## src/ryc_pkg.sv

```systemverilog
// ----------------------------------------------------------------------------
// ryc_pkg
// Shared types and constants for the RGB565 to YUV 4:2:0 scaler.
// ----------------------------------------------------------------------------
package ryc_pkg;

   // coordinate and fixed point widths
   localparam int COORD_BITS = 12;
   localparam int FRAC_BITS  = 16;
   localparam int ACC_BITS   = COORD_BITS + FRAC_BITS;
   localparam int SCALE_BITS = 24;
   localparam int CSR_IDX_BITS  = 3;
   localparam int CSR_DATA_BITS = SCALE_BITS;
   localparam int PIXEL_BITS = 16;

   localparam logic [SCALE_BITS-1:0] ONE_Q16 = 24'h01_0000;

   // configuration register indexes
   localparam logic [CSR_IDX_BITS-1:0] CSR_SOURCE_LINE_PIXELS = 3'd0;
   localparam logic [CSR_IDX_BITS-1:0] CSR_CROP_WIDTH         = 3'd1;
   localparam logic [CSR_IDX_BITS-1:0] CSR_CROP_HEIGHT        = 3'd2;
   localparam logic [CSR_IDX_BITS-1:0] CSR_DEST_WIDTH         = 3'd3;
   localparam logic [CSR_IDX_BITS-1:0] CSR_DEST_HEIGHT        = 3'd4;
   localparam logic [CSR_IDX_BITS-1:0] CSR_SCALE_Q16          = 3'd5;

   // one selected pixel waiting for conversion
   typedef struct packed {
      logic [PIXEL_BITS-1:0] pixel;
      logic [COORD_BITS-1:0] dest_x;
      logic [COORD_BITS-1:0] dest_y;
   } queue_entry_type;

   // queue status seen by the front end
   typedef struct packed {
      logic full;
      logic empty;
   } queue_status_type;

endpackage

```

## src/ryc_front.sv

```systemverilog
// ----------------------------------------------------------------------------
// ryc_front
// Configuration registers, source/destination counters and nearest-neighbor
// selection; selected pixels are pushed into the queue.
// ----------------------------------------------------------------------------
module ryc_front (
   input  logic                                clock,
   input  logic                                reset,
   input  logic                                csr_write_en,
   input  logic [ryc_pkg::CSR_IDX_BITS-1:0]    csr_index,
   input  logic [ryc_pkg::CSR_DATA_BITS-1:0]   csr_data,
   input  logic                                req_valid,
   output logic                                req_ready,
   input  logic [ryc_pkg::PIXEL_BITS-1:0]      req_pixel_word,
   input  logic                                req_frame_last,
   input  ryc_pkg::queue_status_type           queue_status,
   output logic                                push_valid,
   output ryc_pkg::queue_entry_type            push_entry
);
   import ryc_pkg::*;

   logic [COORD_BITS-1:0] line_pixels_ff, crop_width_ff, crop_height_ff;
   logic [COORD_BITS-1:0] dest_width_ff, dest_height_ff;
   logic [SCALE_BITS-1:0] scale_ff;

   logic [COORD_BITS-1:0] src_col_ff, src_col_in, src_row_ff, src_row_in;
   logic [COORD_BITS-1:0] dst_col_ff, dst_col_in, dst_row_ff, dst_row_in;
   logic [ACC_BITS-1:0]   acc_col_ff, acc_col_in, acc_row_ff, acc_row_in;

   logic [SCALE_BITS-1:0] step;
   logic [COORD_BITS-1:0] line;
   logic                  row_hit, col_hit, hit, accept, line_end;
   logic [ACC_BITS:0]     col_sum, row_sum;
   logic [ACC_BITS-1:0]   col_acc_next, row_acc_next;

   // configuration writes
   always_ff @(posedge clock) begin
      if (reset) begin
         line_pixels_ff <= 12'd320;
         crop_width_ff  <= 12'd320;
         crop_height_ff <= 12'd240;
         dest_width_ff  <= 12'd320;
         dest_height_ff <= 12'd240;
         scale_ff       <= ONE_Q16;
      end else if (csr_write_en) begin
         unique case (csr_index)
            CSR_SOURCE_LINE_PIXELS: line_pixels_ff <= csr_data[COORD_BITS-1:0];
            CSR_CROP_WIDTH:         crop_width_ff  <= csr_data[COORD_BITS-1:0];
            CSR_CROP_HEIGHT:        crop_height_ff <= csr_data[COORD_BITS-1:0];
            CSR_DEST_WIDTH:         dest_width_ff  <= csr_data[COORD_BITS-1:0];
            CSR_DEST_HEIGHT:        dest_height_ff <= csr_data[COORD_BITS-1:0];
            CSR_SCALE_Q16:          scale_ff       <= csr_data[SCALE_BITS-1:0];
            default: ;
         endcase
      end
   end

   // selection and counter update
   always_comb begin
      step = (scale_ff < ONE_Q16) ? ONE_Q16 : scale_ff;
      line = (line_pixels_ff == '0) ? COORD_BITS'(1) : line_pixels_ff;

      row_hit = (src_row_ff == acc_row_ff[ACC_BITS-1:FRAC_BITS])
              && (dst_row_ff < dest_height_ff) && (src_row_ff < crop_height_ff);
      col_hit = (src_col_ff == acc_col_ff[ACC_BITS-1:FRAC_BITS])
              && (dst_col_ff < dest_width_ff) && (src_col_ff < crop_width_ff);
      hit = row_hit && col_hit;

      // saturating accumulator adds
      col_sum = {1'b0, acc_col_ff} + {{(ACC_BITS+1-SCALE_BITS){1'b0}}, step};
      row_sum = {1'b0, acc_row_ff} + {{(ACC_BITS+1-SCALE_BITS){1'b0}}, step};
      col_acc_next = col_sum[ACC_BITS] ? {ACC_BITS{1'b1}} : col_sum[ACC_BITS-1:0];
      row_acc_next = row_sum[ACC_BITS] ? {ACC_BITS{1'b1}} : row_sum[ACC_BITS-1:0];

      line_end = ({1'b0, src_col_ff} + (COORD_BITS+1)'(1)) >= {1'b0, line};

      req_ready = !queue_status.full;
      accept    = req_valid && req_ready;

      src_col_in = src_col_ff;
      src_row_in = src_row_ff;
      dst_col_in = dst_col_ff;
      dst_row_in = dst_row_ff;
      acc_col_in = acc_col_ff;
      acc_row_in = acc_row_ff;

      if (accept) begin
         if (hit) begin
            dst_col_in = dst_col_ff + COORD_BITS'(1);
            acc_col_in = col_acc_next;
         end
         if (req_frame_last) begin
            src_col_in = '0;
            src_row_in = '0;
            dst_col_in = '0;
            dst_row_in = '0;
            acc_col_in = '0;
            acc_row_in = '0;
         end else if (line_end) begin
            src_col_in = '0;
            dst_col_in = '0;
            acc_col_in = '0;
            if (row_hit) begin
               dst_row_in = dst_row_ff + COORD_BITS'(1);
               acc_row_in = row_acc_next;
            end
            // row counter holds at its maximum
            if (src_row_ff != {COORD_BITS{1'b1}}) begin
               src_row_in = src_row_ff + COORD_BITS'(1);
            end
         end else begin
            src_col_in = src_col_ff + COORD_BITS'(1);
         end
      end

      push_valid        = accept && hit;
      push_entry.pixel  = req_pixel_word;
      push_entry.dest_x = dst_col_ff;
      push_entry.dest_y = dst_row_ff;
   end

   always_ff @(posedge clock) begin
      if (reset) begin
         src_col_ff <= '0;
         src_row_ff <= '0;
         dst_col_ff <= '0;
         dst_row_ff <= '0;
         acc_col_ff <= '0;
         acc_row_ff <= '0;
      end else begin
         src_col_ff <= src_col_in;
         src_row_ff <= src_row_in;
         dst_col_ff <= dst_col_in;
         dst_row_ff <= dst_row_in;
         acc_col_ff <= acc_col_in;
         acc_row_ff <= acc_row_in;
      end
   end

endmodule

```

## src/ryc_queue.sv

```systemverilog
// ----------------------------------------------------------------------------
// ryc_queue
// Small FIFO of selected pixels between the front end and the converter.
// ----------------------------------------------------------------------------
module ryc_queue #(
   parameter int DEPTH = 4
) (
   input  logic                        clock,
   input  logic                        reset,
   input  logic                        push_valid,
   input  ryc_pkg::queue_entry_type    push_entry,
   output ryc_pkg::queue_status_type   status,
   input  logic                        pop,
   output ryc_pkg::queue_entry_type    head
);
   import ryc_pkg::*;

   localparam int PTR_BITS = (DEPTH > 1) ? $clog2(DEPTH) : 1;

   queue_entry_type       store_ff [DEPTH];
   logic [PTR_BITS-1:0]   wr_ptr_ff, wr_ptr_in, rd_ptr_ff, rd_ptr_in;
   logic [PTR_BITS:0]     count_ff, count_in;
   logic                  do_push, do_pop;

   // pointer and count update
   always_comb begin
      status.full  = (count_ff == (PTR_BITS+1)'(DEPTH));
      status.empty = (count_ff == '0);
      do_push = push_valid && !status.full;
      do_pop  = pop && !status.empty;

      wr_ptr_in = wr_ptr_ff;
      rd_ptr_in = rd_ptr_ff;
      if (do_push) begin
         wr_ptr_in = (wr_ptr_ff == PTR_BITS'(DEPTH-1)) ? '0 : wr_ptr_ff + PTR_BITS'(1);
      end
      if (do_pop) begin
         rd_ptr_in = (rd_ptr_ff == PTR_BITS'(DEPTH-1)) ? '0 : rd_ptr_ff + PTR_BITS'(1);
      end
      count_in = count_ff + (PTR_BITS+1)'(do_push) - (PTR_BITS+1)'(do_pop);

      head = store_ff[rd_ptr_ff];
   end

   always_ff @(posedge clock) begin
      if (reset) begin
         wr_ptr_ff <= '0;
         rd_ptr_ff <= '0;
         count_ff  <= '0;
      end else begin
         wr_ptr_ff <= wr_ptr_in;
         rd_ptr_ff <= rd_ptr_in;
         count_ff  <= count_in;
      end
   end

   // entry storage
   always_ff @(posedge clock) begin
      if (do_push) begin
         store_ff[wr_ptr_ff] <= push_entry;
      end
   end

endmodule

```

## src/ryc_back.sv

```systemverilog
// ----------------------------------------------------------------------------
// ryc_back
// BT.601 color conversion of queued pixels into the result register.
// ----------------------------------------------------------------------------
module ryc_back (
   input  logic                               clock,
   input  logic                               reset,
   input  ryc_pkg::queue_status_type          queue_status,
   input  ryc_pkg::queue_entry_type           head,
   output logic                               pop,
   output logic                               rsp_valid,
   input  logic                               rsp_ready,
   output logic [ryc_pkg::COORD_BITS-1:0]     rsp_dest_x,
   output logic [ryc_pkg::COORD_BITS-1:0]     rsp_dest_y,
   output logic [7:0]                         rsp_luma,
   output logic [7:0]                         rsp_chroma_blue,
   output logic [7:0]                         rsp_chroma_red
);
   import ryc_pkg::*;

   logic                  valid_ff;
   logic [COORD_BITS-1:0] dest_x_ff, dest_y_ff;
   logic [7:0]            luma_ff, cb_ff, cr_ff;
   logic [7:0]            luma_in, cb_in, cr_in;

   logic [7:0]            red, green, blue;
   logic signed [17:0]    r_s, g_s, b_s;
   logic signed [17:0]    y_sum, cb_sum, cr_sum;
   logic signed [17:0]    y_val, cb_val, cr_val;

   // clamp a signed value to 0..255
   function automatic logic [7:0] clamp8(input logic signed [17:0] v);
      logic [7:0] res;
      if (v < 0) begin
         res = 8'd0;
      end else if (v > 18'sd255) begin
         res = 8'd255;
      end else begin
         res = v[7:0];
      end
      return res;
   endfunction

   // unpack rgb565 and apply the conversion matrix
   always_comb begin
      red   = {head.pixel[15:11], 3'b000};
      green = {head.pixel[10:5], 2'b00};
      blue  = {head.pixel[4:0], 3'b000};
      r_s   = signed'({10'd0, red});
      g_s   = signed'({10'd0, green});
      b_s   = signed'({10'd0, blue});

      y_sum  = 18'sd66 * r_s + 18'sd129 * g_s + 18'sd25 * b_s + 18'sd128;
      cb_sum = 18'sd112 * b_s - 18'sd38 * r_s - 18'sd74 * g_s + 18'sd128;
      cr_sum = 18'sd112 * r_s - 18'sd94 * g_s - 18'sd18 * b_s + 18'sd128;

      y_val  = (y_sum >>> 8) + 18'sd16;
      cb_val = (cb_sum >>> 8) + 18'sd128;
      cr_val = (cr_sum >>> 8) + 18'sd128;

      luma_in = clamp8(y_val);
      cb_in   = clamp8(cb_val);
      cr_in   = clamp8(cr_val);

      pop = !queue_status.empty && (!valid_ff || rsp_ready);
   end

   // result register
   always_ff @(posedge clock) begin
      if (reset) begin
         valid_ff <= 1'b0;
      end else if (pop) begin
         valid_ff <= 1'b1;
      end else if (rsp_ready) begin
         valid_ff <= 1'b0;
      end
   end

   always_ff @(posedge clock) begin
      if (pop) begin
         dest_x_ff <= head.dest_x;
         dest_y_ff <= head.dest_y;
         luma_ff   <= luma_in;
         cb_ff     <= cb_in;
         cr_ff     <= cr_in;
      end
   end

   assign rsp_valid       = valid_ff;
   assign rsp_dest_x      = dest_x_ff;
   assign rsp_dest_y      = dest_y_ff;
   assign rsp_luma        = luma_ff;
   assign rsp_chroma_blue = cb_ff;
   assign rsp_chroma_red  = cr_ff;

endmodule

```

## src/rgb565_scaled_to_yuv420.sv

```systemverilog
// ----------------------------------------------------------------------------
// rgb565_scaled_to_yuv420
// RGB565 raster stream to BT.601 YUV 4:2:0 with nearest-neighbor downscale.
// ----------------------------------------------------------------------------
// Accepts one RGB565 source pixel per clock while the queue is not full, in
// raster order, and emits a transaction only for pixels picked by the crop
// window and the 8.16 scale step, carrying destination x/y, luma and the
// Cb/Cr of the 2x2 chroma cell (downstream keeps the last chroma written to
// a cell). A selected pixel is registered in a four-entry queue and then
// converted combinationally into the result register, so sustained
// throughput is one pixel per clock while the result side keeps up, and the
// input stalls only once the queue is full. Configuration is written through
// the csr port; the user must write it only while idle, as the block itself
// does not enforce this.
module rgb565_scaled_to_yuv420 #(
   parameter int QUEUE_DEPTH = 4
) (
   input  logic                                clock,
   input  logic                                reset,
   input  logic                                csr_write_en,
   input  logic [ryc_pkg::CSR_IDX_BITS-1:0]    csr_index,
   input  logic [ryc_pkg::CSR_DATA_BITS-1:0]   csr_data,
   input  logic                                req_valid,
   output logic                                req_ready,
   input  logic [ryc_pkg::PIXEL_BITS-1:0]      req_pixel_word,
   input  logic                                req_frame_last,
   output logic                                rsp_valid,
   input  logic                                rsp_ready,
   output logic [ryc_pkg::COORD_BITS-1:0]      rsp_dest_x,
   output logic [ryc_pkg::COORD_BITS-1:0]      rsp_dest_y,
   output logic [7:0]                          rsp_luma,
   output logic [7:0]                          rsp_chroma_blue,
   output logic [7:0]                          rsp_chroma_red
);
   import ryc_pkg::*;

   queue_status_type queue_status;
   queue_entry_type  push_entry, head;
   logic             push_valid, pop;

   // front end: counters and selection
   ryc_front u_front (
      .clock          (clock),
      .reset          (reset),
      .csr_write_en   (csr_write_en),
      .csr_index      (csr_index),
      .csr_data       (csr_data),
      .req_valid      (req_valid),
      .req_ready      (req_ready),
      .req_pixel_word (req_pixel_word),
      .req_frame_last (req_frame_last),
      .queue_status   (queue_status),
      .push_valid     (push_valid),
      .push_entry     (push_entry)
   );

   // decoupling queue
   ryc_queue #(
      .DEPTH (QUEUE_DEPTH)
   ) u_queue (
      .clock      (clock),
      .reset      (reset),
      .push_valid (push_valid),
      .push_entry (push_entry),
      .status     (queue_status),
      .pop        (pop),
      .head       (head)
   );

   // back end: color conversion and result register
   ryc_back u_back (
      .clock           (clock),
      .reset           (reset),
      .queue_status    (queue_status),
      .head            (head),
      .pop             (pop),
      .rsp_valid       (rsp_valid),
      .rsp_ready       (rsp_ready),
      .rsp_dest_x      (rsp_dest_x),
      .rsp_dest_y      (rsp_dest_y),
      .rsp_luma        (rsp_luma),
      .rsp_chroma_blue (rsp_chroma_blue),
      .rsp_chroma_red  (rsp_chroma_red)
   );

endmodule

```

## config.mk

```make
export PLATFORM = sky130hd
export DESIGN_NAME = rgb565_scaled_to_yuv420
export DESIGN_NICKNAME = d
export VERILOG_FILES = /design/src/ryc_pkg.sv /design/src/ryc_front.sv /design/src/ryc_queue.sv /design/src/ryc_back.sv /design/src/rgb565_scaled_to_yuv420.sv
export SDC_FILE = /design/constraint.sdc
export NUM_CORES = 1
export LEC_CHECK = 0
export ABC_AREA = 1
export BUFFER_PORTS_ARGS = -buffer_cell sky130_fd_sc_hd__buf_2
export CORE_MARGIN = 4
export CORE_UTILIZATION = 33
export DETAILED_ROUTE_END_ITERATION = 12
export HOLD_SLACK_MARGIN = 0.08
export PLACE_DENSITY_LB_ADDON = 0.1
export SETUP_SLACK_MARGIN = 0.5
export SKIP_LAST_GASP = 1
export SYNTH_ARGS = -nofsm -noshare
export SYNTH_HDL_FRONTEND = slang
export SYNTH_SLANG_ARGS = --single-unit
```

## constraint.sdc

```tcl
create_clock -name clock -period 15.55 [get_ports clock]
set_input_delay 2.3325 -clock clock [delete_from_list [all_inputs] [get_ports clock]]
set_output_delay 2.3325 -clock clock [all_outputs]
set_load 0.05 [all_outputs]
```

==> impl_metrics.json <==
{
  "status": "finished clean",
  "wl_per_cell_um": 17.6,
  "tightest_slew_ns": 0.985,
  "synth.avg_cell_area_um2": 8.12,
  "ys.warnings.count": 0,
  "initial_core_util": 0.335,
  "met3_usage": 0.0224,
  "setup-violations-final": 0,
  "fin_nets": 3722,
  "min_period_ns": 8.12,
  "numCtsBuffers": 50,
  "post_cts_buffers": 0,
  "grt_max_degree": 94,
  "globalRouteOverflowTotal": 0,
  "nFillCells": 8173,
  "path_class": "reg2reg",
  "ctsResizeCount": 0,
  "critPathSlowestCell": "a32oi_1",
  "row_count": 103,
  "syn-num-nets": 3645,
  "cts-htree-levels": 2,
  "top_usage_layer": "met2",
  "slew_headroom": 0.342,
  "grt_pass1_wl_mm": 124,
  "antenna_found_initial": 14,
  "fin_ws_ns": 7.43,
  "hold_viol": 0,
  "netlist_instances": 3267,
  "path_max_fanout": 80,
  "rsz0062_at_grt": "no",
  "io_buffers": 98,
  "core-area_um2": 79300,
  "critPathLaunchType": "flop",
  "cp.required_ns": 15.92,
  "crit_buf_inv": 9,
  "ff2ff_setup_slack_ns": 7.43,
  "grtUsageMet2": 0.329,
  "routabilityCongestion": 0.899,
  "synth_seq_cells": 406,
  "drt_pass1_iterations": 5,
  "maxSlewViolCount": 0,
  "cts-root-buf": "clkbuf_16",
  "grt_use_total": 0.181,
  "insertion_delay_ns": 0.63,
  "slowest_delay_ns": 0.78,
  "die_w_um": 291,
  "grt_pass1_vias": 22000,
  "post-synth-top-area-fraction": 0.236,
  "cts_max_path_buffers": 3,
  "critPathArrivalTime_ns": 8.49,
  "clock_skew_ns": 0.0450,
  "fp.dieH_um": 291,
  "drt_iter0_drc": 1169,
  "drc_errors": 0,
  "routed_wl_mm": 78.0,
  "dp_hpwl_mm": 57.9,
  "drv_cap": 0,
  "synth_ff_type": "edfxtp_1",
  "io_pins": 99,
  "synth.area.top_cells": "edfxtp_1 24%, dfxtp_1 15%, ha_1 13%",
  "place_ws_ns": 7.35,
  "area_delta_synth_final_pct": 12.2,
  "ys_seq_area_frac": 0.385,
  "dp_cells": 4342,
  "fin_tns_setup_ns": 0,
  "cp_common_cell": "inv_1",
  "crit_family": "adder cells",
  "die_area_um2": 85000,
  "route.vias.total": 22100,
  "avgViaCountPerCell": 4.98,
  "period_share": 0.522,
  "use_met1": 0.226,
  "ys_types": 57,
  "synth_area_um2": 26500,
  "drive_gt1_frac": 0.0715,
  "synth_top_cell_by_area": "edfxtp_1",
  "cts_tree": "built",
  "ant_nets": 0,
  "fin_cells": 4437,
  "worst_setup_path_end_kind": "flop",
  "cts_hold_buffers": 0,
  "hold_path.class": "reg2reg",
  "async_reset_ff_frac": 0,
  "path_clk_slew_ns": 0.06,
  "clock_sinks": 406,
  "synth-edff-count": 208,
  "fmax_mhz": 123
}
-- metrics by stage --
stage	util	cell area [um2]	hold WS [ns]
2_1_floorplan	-	26500	0.430
3_3_place_gp	0.355	28100	0.441
3_5_place_dp	0.355	28100	0.449
4_1_cts	0.375	29800	0.457
5_1_grt	0.375	29800	0.474
6_report	0.376	29800	0.455
-- cell usage in the layout, fill, tap and decap left out, types with 8 or more instances in the layout --
cell / n
a21o_1: 19
a21oi_1: 302
a32oi_1: 11
buf_2: 97
buf_4: 25
clkbuf_1: 16
clkbuf_16: 51
clkinv_2: 12
dfxtp_1: 197
edfxtp_1: 208
fa_1: 48
ha_1: 281
inv_1: 433
inv_2: 8
nand2_1: 651
nand3_1: 190
nand4_1: 54
nor2_1: 267
nor3_1: 46
nor4_1: 13
o211ai_1: 19
o21a_1: 8
o21ai_0: 192
o21bai_1: 9
o22ai_1: 26
or2_2: 10
xnor2_1: 44
xor2_1: 69
-- state kept, by name, indices dropped and copies added, names as in the netlist, 3 cells and up, named ones only --
name / cells
u_queue.count_ff: 3
u_front.src_col_ff: 12
u_back.rsp_dest_x: 12
u_front.dest_height_ff: 12
u_front.scale_ff: 24
u_front.acc_row_ff: 28
u_back.rsp_luma: 8
u_back.rsp_chroma_blue: 8
u_front.dst_col_ff: 12
u_front.acc_col_ff: 28
u_front.crop_width_ff: 12
u_front.line_pixels_ff: 12
u_back.rsp_dest_y: 12
u_front.crop_height_ff: 12
u_queue.store_ff: 160
u_back.rsp_chroma_red: 8
u_front.src_row_ff: 12
u_front.dest_width_ff: 12
u_front.dst_row_ff: 12
-- synth_stat cells (all sizes together), types with 44 or more instances --
cell type  count
xor2          69
nand4         55
ha           281
o21ai        192
a21oi        303
nor2         269
inv          441
clkbuf        71
fa            48
edfxtp       208
dfxtp        198
nand3        192
xnor2         44
nand2        655
nor3          49
-- logic make-up (layout without fill, tap and decap cells) --
logic type	after synthesis	in the layout	synth area share
xor gates and xnor gates	113	113	0.0373
AOI/OAI and AO/OA	617	617	0.128
other	0	2	0
adders and majority gates	329	329	0.169
buffers and inverters	538	656	0.0779
DFF	406	406	0.385
and+or+nand+nor	1264	1264	0.203
-- cell type report --
class	count	area (um2)	area share
Clock inverter	19	194	0.00652
Clock buffer	74	1430	0.0481
Inverter	441	1660	0.0556
Multi-Input combinational cell	2323	14300	0.480
Antenna cell	2	5.00	0.000168
Tap cell	1050	1310	0.0441
Sequential cell	406	10200	0.343
Timing Repair Buffer	122	673	0.0226
-- path summary, 6_finish.rpt --
path | start | end | cells past startpoint
setup / recovery | flop | u_back.rsp_chroma_red[2]$_SDFFCE_PN0P_ | 34
hold / removal | u_front.scale_ff[15]$_SDFFE_PP0P_ | u_front.scale_ff[15]$_SDFFE_PP0P_ | 2
setup reg to reg | flop | u_back.rsp_chroma_red[2]$_SDFFCE_PN0P_ | 34
hold reg to reg | u_front.scale_ff[15]$_SDFFE_PP0P_ | u_front.scale_ff[15]$_SDFFE_PP0P_ | 2
-- tightest hold or removal path: stages, from the launching register on --
cell and delay, ns:
dfxtp_1 0.30, inv_1 0.06, a21oi_1 0.05
-- routing by layer --
| metal | share of wire | wire length (um) |
|---|---|---|
| met1 | 0.44 | 34500 |
| met2 | 0.50 | 38700 |
| met3 | 0.034 | 2620 |
| met4 | 0.027 | 2110 |
| met5 | 0.00042 | 33 |
Power is not shown: default switching activity piles up to over one toggle a cycle in this logic, so the estimate is an artifact.
